### src/rtl/core/ewma_pkg.sv
`timescale 1ns / 1ps
// ----------------------------------------------------------------------------
// EWMA volatility package
// Shared constants and controller/datapath interface types.
// ----------------------------------------------------------------------------
package ewma_pkg;

   localparam logic [15:0] DECAY_RESET = 16'd61604;
   localparam logic [47:0] VAR_SEED    = 48'd439804651;
   localparam logic [47:0] VAR_MAX     = 48'hFFFF_FFFF_FFFF;
   localparam logic [31:0] VOL_MIN     = 32'd1073742;
   localparam logic [31:0] VOL_MAX     = 32'h8000_0000;
   localparam logic [31:0] LN2_Q32     = 32'hB172_17F8;
   localparam logic [7:0]  ANN_DAYS    = 8'd252;
   localparam logic [60:0] SQRT_BIT0   = 61'h1000_0000_0000_0000;
   localparam logic [4:0]  LOG_STEPS   = 5'd31;
   localparam logic [4:0]  SQRT_STEPS  = 5'd30;

   typedef enum logic [3:0] {
      OP_IDLE,
      OP_LOAD,
      OP_LOG,
      OP_SEED,
      OP_RET1,
      OP_RET2,
      OP_RSQ,
      OP_MUL1,
      OP_MUL2,
      OP_ANN,
      OP_SQRT,
      OP_COMMIT,
      OP_OUT
   } op_type;

   typedef struct packed {
      op_type op;
   } cmd_type;

   typedef struct packed {
      logic price_zero;
      logic have_first;
   } status_type;

endpackage

### src/rtl/core/ewma_ctrl.sv
`timescale 1ns / 1ps
// ----------------------------------------------------------------------------
// EWMA controller
// Sequences log, return, variance update and square root steps.
// ----------------------------------------------------------------------------
module ewma_ctrl (
   input  logic                clock,
   input  logic                reset,
   input  logic                req_valid,
   output logic                req_stall,
   output logic                rsp_valid,
   input  logic                rsp_stall,
   input  ewma_pkg::status_type status,
   output ewma_pkg::cmd_type    cmd
);
   import ewma_pkg::*;

   typedef enum logic [3:0] {
      S_IDLE, S_LOG, S_RET1, S_RET2, S_RSQ, S_MUL1, S_MUL2,
      S_ANN, S_SQRT, S_COMMIT, S_OUT
   } state_type;

   state_type  state_ff, state_in;
   logic [4:0] cnt_ff, cnt_in;
   logic       rsp_valid_ff, rsp_valid_in;
   logic       out_free;

   assign out_free  = !rsp_valid_ff || !rsp_stall;
   assign req_stall = (state_ff != S_IDLE);
   assign rsp_valid = rsp_valid_ff;

   always_comb begin
      state_in     = state_ff;
      cnt_in       = cnt_ff;
      rsp_valid_in = rsp_valid_ff && rsp_stall;
      cmd.op       = OP_IDLE;
      unique case (state_ff)
         S_IDLE: begin
            if (req_valid) begin
               cmd.op   = OP_LOAD;
               cnt_in   = '0;
               state_in = status.price_zero ? S_OUT : S_LOG;
            end
         end
         S_LOG: begin
            cmd.op = OP_LOG;
            cnt_in = cnt_ff + 5'd1;
            if (cnt_ff == LOG_STEPS) begin
               state_in = status.have_first ? S_RET1 : S_ANN;
            end
         end
         S_RET1: begin
            cmd.op   = OP_RET1;
            state_in = S_RET2;
         end
         S_RET2: begin
            cmd.op   = OP_RET2;
            state_in = S_RSQ;
         end
         S_RSQ: begin
            cmd.op   = OP_RSQ;
            state_in = S_MUL1;
         end
         S_MUL1: begin
            cmd.op   = OP_MUL1;
            state_in = S_MUL2;
         end
         S_MUL2: begin
            cmd.op   = OP_MUL2;
            state_in = S_ANN;
         end
         S_ANN: begin
            cmd.op   = status.have_first ? OP_ANN : OP_SEED;
            cnt_in   = '0;
            state_in = status.have_first ? S_SQRT : S_ANN;
         end
         S_SQRT: begin
            cmd.op = OP_SQRT;
            cnt_in = cnt_ff + 5'd1;
            if (cnt_ff == SQRT_STEPS) begin
               state_in = S_COMMIT;
            end
         end
         S_COMMIT: begin
            cmd.op   = OP_COMMIT;
            state_in = S_OUT;
         end
         S_OUT: begin
            if (out_free) begin
               cmd.op       = OP_OUT;
               rsp_valid_in = 1'b1;
               state_in     = S_IDLE;
            end
         end
         default: state_in = S_IDLE;
      endcase
   end

   always_ff @(posedge clock) begin
      if (reset) begin
         state_ff     <= S_IDLE;
         cnt_ff       <= '0;
         rsp_valid_ff <= 1'b0;
      end else begin
         state_ff     <= state_in;
         cnt_ff       <= cnt_in;
         rsp_valid_ff <= rsp_valid_in;
      end
   end

endmodule

### config.mk
export PLATFORM = sky130hd
export DESIGN_NAME = ewma_ctrl
export DESIGN_NICKNAME = d
export VERILOG_FILES = /design/src/rtl/core/ewma_pkg.sv /design/src/rtl/core/ewma_ctrl.sv
export SDC_FILE = /design/constraint.sdc
export NUM_CORES = 1
export LEC_CHECK = 0
export BUFFER_PORTS_ARGS = -buffer_cell sky130_fd_sc_hd__buf_4
export CORE_ASPECT_RATIO = 1.75
export CORE_UTILIZATION = 30
export CTS_CLUSTER_SIZE = 20
export DETAILED_ROUTE_END_ITERATION = 8
export GPL_ROUTABILITY_DRIVEN = 0
export GPL_TIMING_DRIVEN = 0
export PLACE_DENSITY = 0.58
export SLEW_MARGIN = 10
export SYNTH_ARGS = -nofsm -noshare
export SYNTH_HDL_FRONTEND = slang
export SYNTH_SLANG_ARGS = --single-unit
### constraint.sdc
create_clock -name clock -period 2.3 [get_ports clock]
set_input_delay 0.23 -clock clock [delete_from_list [all_inputs] [get_ports clock]]
set_output_delay 0.23 -clock clock [all_outputs]
set_load 0.05 [all_outputs]
Word-level counts from Yosys, hierarchy flattened --
Index checks and enable logic that the tools add are counted.
Operators by class: $mul 0, muxes and demuxes 16, divide/modulo/power cells 0, bitwise logic cells 0, equality and inequality tests 16, $lt $le $gt $ge 0, reduce and logical (&&, ||, !) cells 10, $add $sub $neg 1, shift operators 0
Operators with widths (count):
- 4-bit one-hot mux with 11 select lines | 2
- 4-bit two-way mux | 8
- 4-bit by 3-bit == test with 1-bit output, second input constant | 4
- 5-bit one-hot mux with 3 select lines | 1
- 4-bit == test, second input constant | 3
- 5-bit == test, second input constant | 2
- 4-bit by 2-bit == test with 1-bit output, second input constant | 2
- 2-bit inequality test, second input constant | 4
- 5-bit by 1-bit adder with 5-bit output, second input constant | 1
- 5-bit two-way mux | 1
- 4-bit by 1-bit == test with 1-bit output, second input constant | 1
- 4-bit zero test | 1
- 4-bit AND reduction | 1
- 4-bit nonzero test | 1
- 1-bit two-way mux | 3
- 3-bit two-way mux | 1
- 3-bit nonzero test | 1
- 1-bit zero test | 2
- 2-bit AND reduction | 1
- 2-bit OR reduction | 1
- 1-bit logical AND | 1
- 1-bit logical OR | 1
Storage, ports and cells: bits in latches 0, ROM bits 0, memories 0, RAM bits 0, input bits 6, logic and storage cells 46, output and inout port bits 6, register bits 10

Logic depth before layout (Yosys ltp) --
depth after elaboration 4, depth in mapped cells 6, gate-level depth less buffers 6

Worst setup path before layout --
Ideal clock, no wire load.
path kind register -> output, start reg state_ff[0], end out cmd[0] (netlist name), stages on the path, launching flop included 5, arrival 1.714 ns, data required time 2.070 ns, path buffers 1, slack 0.356 ns, path through dfxtp_1 > buf_2 > nor4b_1 > a21oi_1 > o22ai_1
RTL lines:
- start, declared | RTL line ewma_ctrl.sv:23 | state_type state_ff, state_in;
- start signal, assigned | RTL line ewma_ctrl.sv:105 | state_ff <= state_in;
- end, declared | RTL line ewma_ctrl.sv:14 | output ewma_pkg::cmd_type cmd

==> impl_metrics.toml <==
[status]
outcome = "completed"

[clock_tree]
hold_buffers = 0
cts_buffers = 3
cts_buffer_depth = 2
clk_pin_slew_worst_paths_ns = 0.05
htree_num_levels = 1
ctsResizeCount = 0
clock_sinks = 10
cts_tree = "yes"
clk_latency_ns = 0.24
cts_setup_buffers = 0
cts_root_buf = "clkbuf_8"

[timing]
fin_crit_sh = 0.8609
slew_viol_final = 0
rsz0062_at_grt = "no"
worst_slew_pin_slew_ns = 0.5845
fmax_mhz = 505.0
relSlewSlack = 0.6049
hold_violations = 0
period_minus_slack_ns = 1.980
skew_ns = 0.001001
fin_setup_tns_ns = 0
finalSetupViolCount = 0

[setup_path]
worstPathRequired_ns = 2.07
reg2reg_depth = 6
cp.depth = 5
cp_slowest_cell = "nor4b_1"
startpoint_type = "flip-flop"
crit_path_max_fanout = 10
worst-path-buf-inv = 2
cp_top_family = "simple AND/OR/NAND/NOR gates"
path_cells = "buf_2 -> nor4b_1 -> a21oi_1 -> o22ai_1 -> buf_4"
end_kind = "primary output"
critical_path.max_stage_delay_ns = 0.56
arrival_ns = 1.75
crit_type = "reg2out"

[die]
io_pins = 12
start_util = 0.3158
die_y_microns = 72.40
rows = 25
die_area_sq_um = 3057
die_w_microns = 42.23
core-area_sq_um = 2690

[final_layout]
drive_gt1_frac = 0.1905
final_cells = 153
n_fill_cell = 281
final_util = 0.3716
area.growth.synth_to_final_pct = 17.67
fin_nets = 137
diodes = 0
final_cell_area_sq_um = 999.7

[yosys]
synth_area_per_cell_sq_um = 7.518
synth_seq_cells = 10
netlist_area_sq_um = 849.6
ys_warn_count = 0
synthFlopType = "dfxtp_1"
synth_seq_area_share = 0.2356
synth.area.top_cells = "dfxtp_1 24%, ha_1 4.4%, nand2_1 4.4%, a21oi_1 4.1%, nand2b_1 3.7%"
synth_edf_count = 0
yosys-top-cells-count = "10 x dfxtp_1, 10 x nand2_1, 7 x a21oi_1, 7 x inv_1"
synth_top_area_frac = 0.2356
yosysTopAreaCell = "dfxtp_1"
yosysUniqueCellTypes = 48
synthCells = 113
async_reset_ff_frac = 0
syn_nets = 122

[power_and_ir_drop]
power_leakage_nw = 0.4033
power_density_nw_per_um2 = 1530
vdd_drop_max_mv = 0.5816
power.total_mw = 1.529

[hold_path]
hold_path_depth = 4
hold_class = "in2reg"

[place]
placed_cells = 150
portBuffers = 10
placed_area_sq_um = 958.4
dp_hpwl_microns = 1718

[grt]
grt_pass1_vias = 795
grt_max_degree = 11
gr-usage-all-layers = 0.1594
antenna_found_initial = 0
grt_pass1_wl_microns = 3684
grt-ovfl-total = 0

[routing]
dr.first_iter.drc_count = 56
wl_per_cell_microns = 14.85
routed_wl_microns = 2272
drtAntennaViolNets = 0
drc = 0
viasPerCell = 5.993
dr.pass1.iters = 4
vias = 917

[run]
maxCapViolations = 0
==> worst min-delay path: stages <==
cell and delay, ns:
buf_4 0.09, nand3_1 0.06, o21ai_0 0.07, a2111oi_1 0.05
==> registers in the layout, summed over array words and instances (netlist names) <==
signal and count:
cnt_ff 5, state_ff 4, rsp_valid 1
==> metrics by stage <==
step / hold slack, ns / setup WS (ns)
6_report: 0.3120 / 0.3199
5_1_grt: 0.3548 / 0.2167
4_1_cts: 0.3151 / 0.3280
3_5_place_dp: 0.4830 / 0.3672
3_3_place_gp: 0.4679 / 0.3798
2_1_floorplan: 0.4492 / 0.3563
==> where the power goes <==
part           internal, mW  leakage, nW  total [mW]  switching, mW
registers             0.220       0.0816       0.278         0.0579
logic                 0.388        0.300        1.06          0.677
clock network         0.115       0.0216       0.186         0.0716
==> routing by layer <==
metal | track usage | wire length, microns | vias up | part of all wire
met4 | 0.08333 | 46 | 0 | 0.020
li1 | - | - | 451 | -
met2 | 0.2906 | 1236 | 43 | 0.54
met5 | 0 | 0 | - | 0
met3 | 0.02985 | 131 | 4 | 0.058
met1 | 0.1684 | 857 | 419 | 0.38
==> layout by cell type, fill, tap and decap left out, types with 2 or more instances in the layout <==
cell type,instances
a211oi_1,3
a21oi_1,7
a31oi_1,3
and3_1,2
buf_2,5
buf_4,10
clkbuf_8,3
dfxtp_1,10
ha_1,3
inv_1,7
mux2i_1,2
nand2_1,10
nand2b_1,5
nand3_1,6
nor2_1,6
nor3_1,4
o21ai_0,5
o22ai_1,3
==> logic make-up after synthesis <==
family / count (synthesis) / share of synthesized area
adder cells (fa/ha/maj): 3 / 0.04419
AND/OR/NAND/NOR: 45 / 0.2946
AO/OA/AOI/OAI: 36 / 0.2960
flip-flops: 10 / 0.2356
multiplexers: 3 / 0.03682
XOR/XNOR: 1 / 0.01031
buffers and inverters: 15 / 0.08247
==> final cells by class <==
class	instances	area (sq um)	share of cell area
clock buffer	3	41.29	0.04130
timing repair buffer	10	75.07	0.07509
multi-input combinational	88	579.3	0.5795
tap	27	33.78	0.03379
sequential	10	200.2	0.2003
inverter	7	26.28	0.02628
buffer	8	43.79	0.04380
==> worst paths after layout <==
kind / start / to / slack (ns)
setup reg to reg: cnt_ff[0] / state_ff[3] / 0.35
hold / removal: status[1] / state_ff[0] / 0.31
setup / recovery: state_ff[0] / cmd[0] / 0.32
hold reg to reg: cnt_ff[4] / cnt_ff[4] / 0.49
No activity file was read; power rests on OpenSTA's default activity.
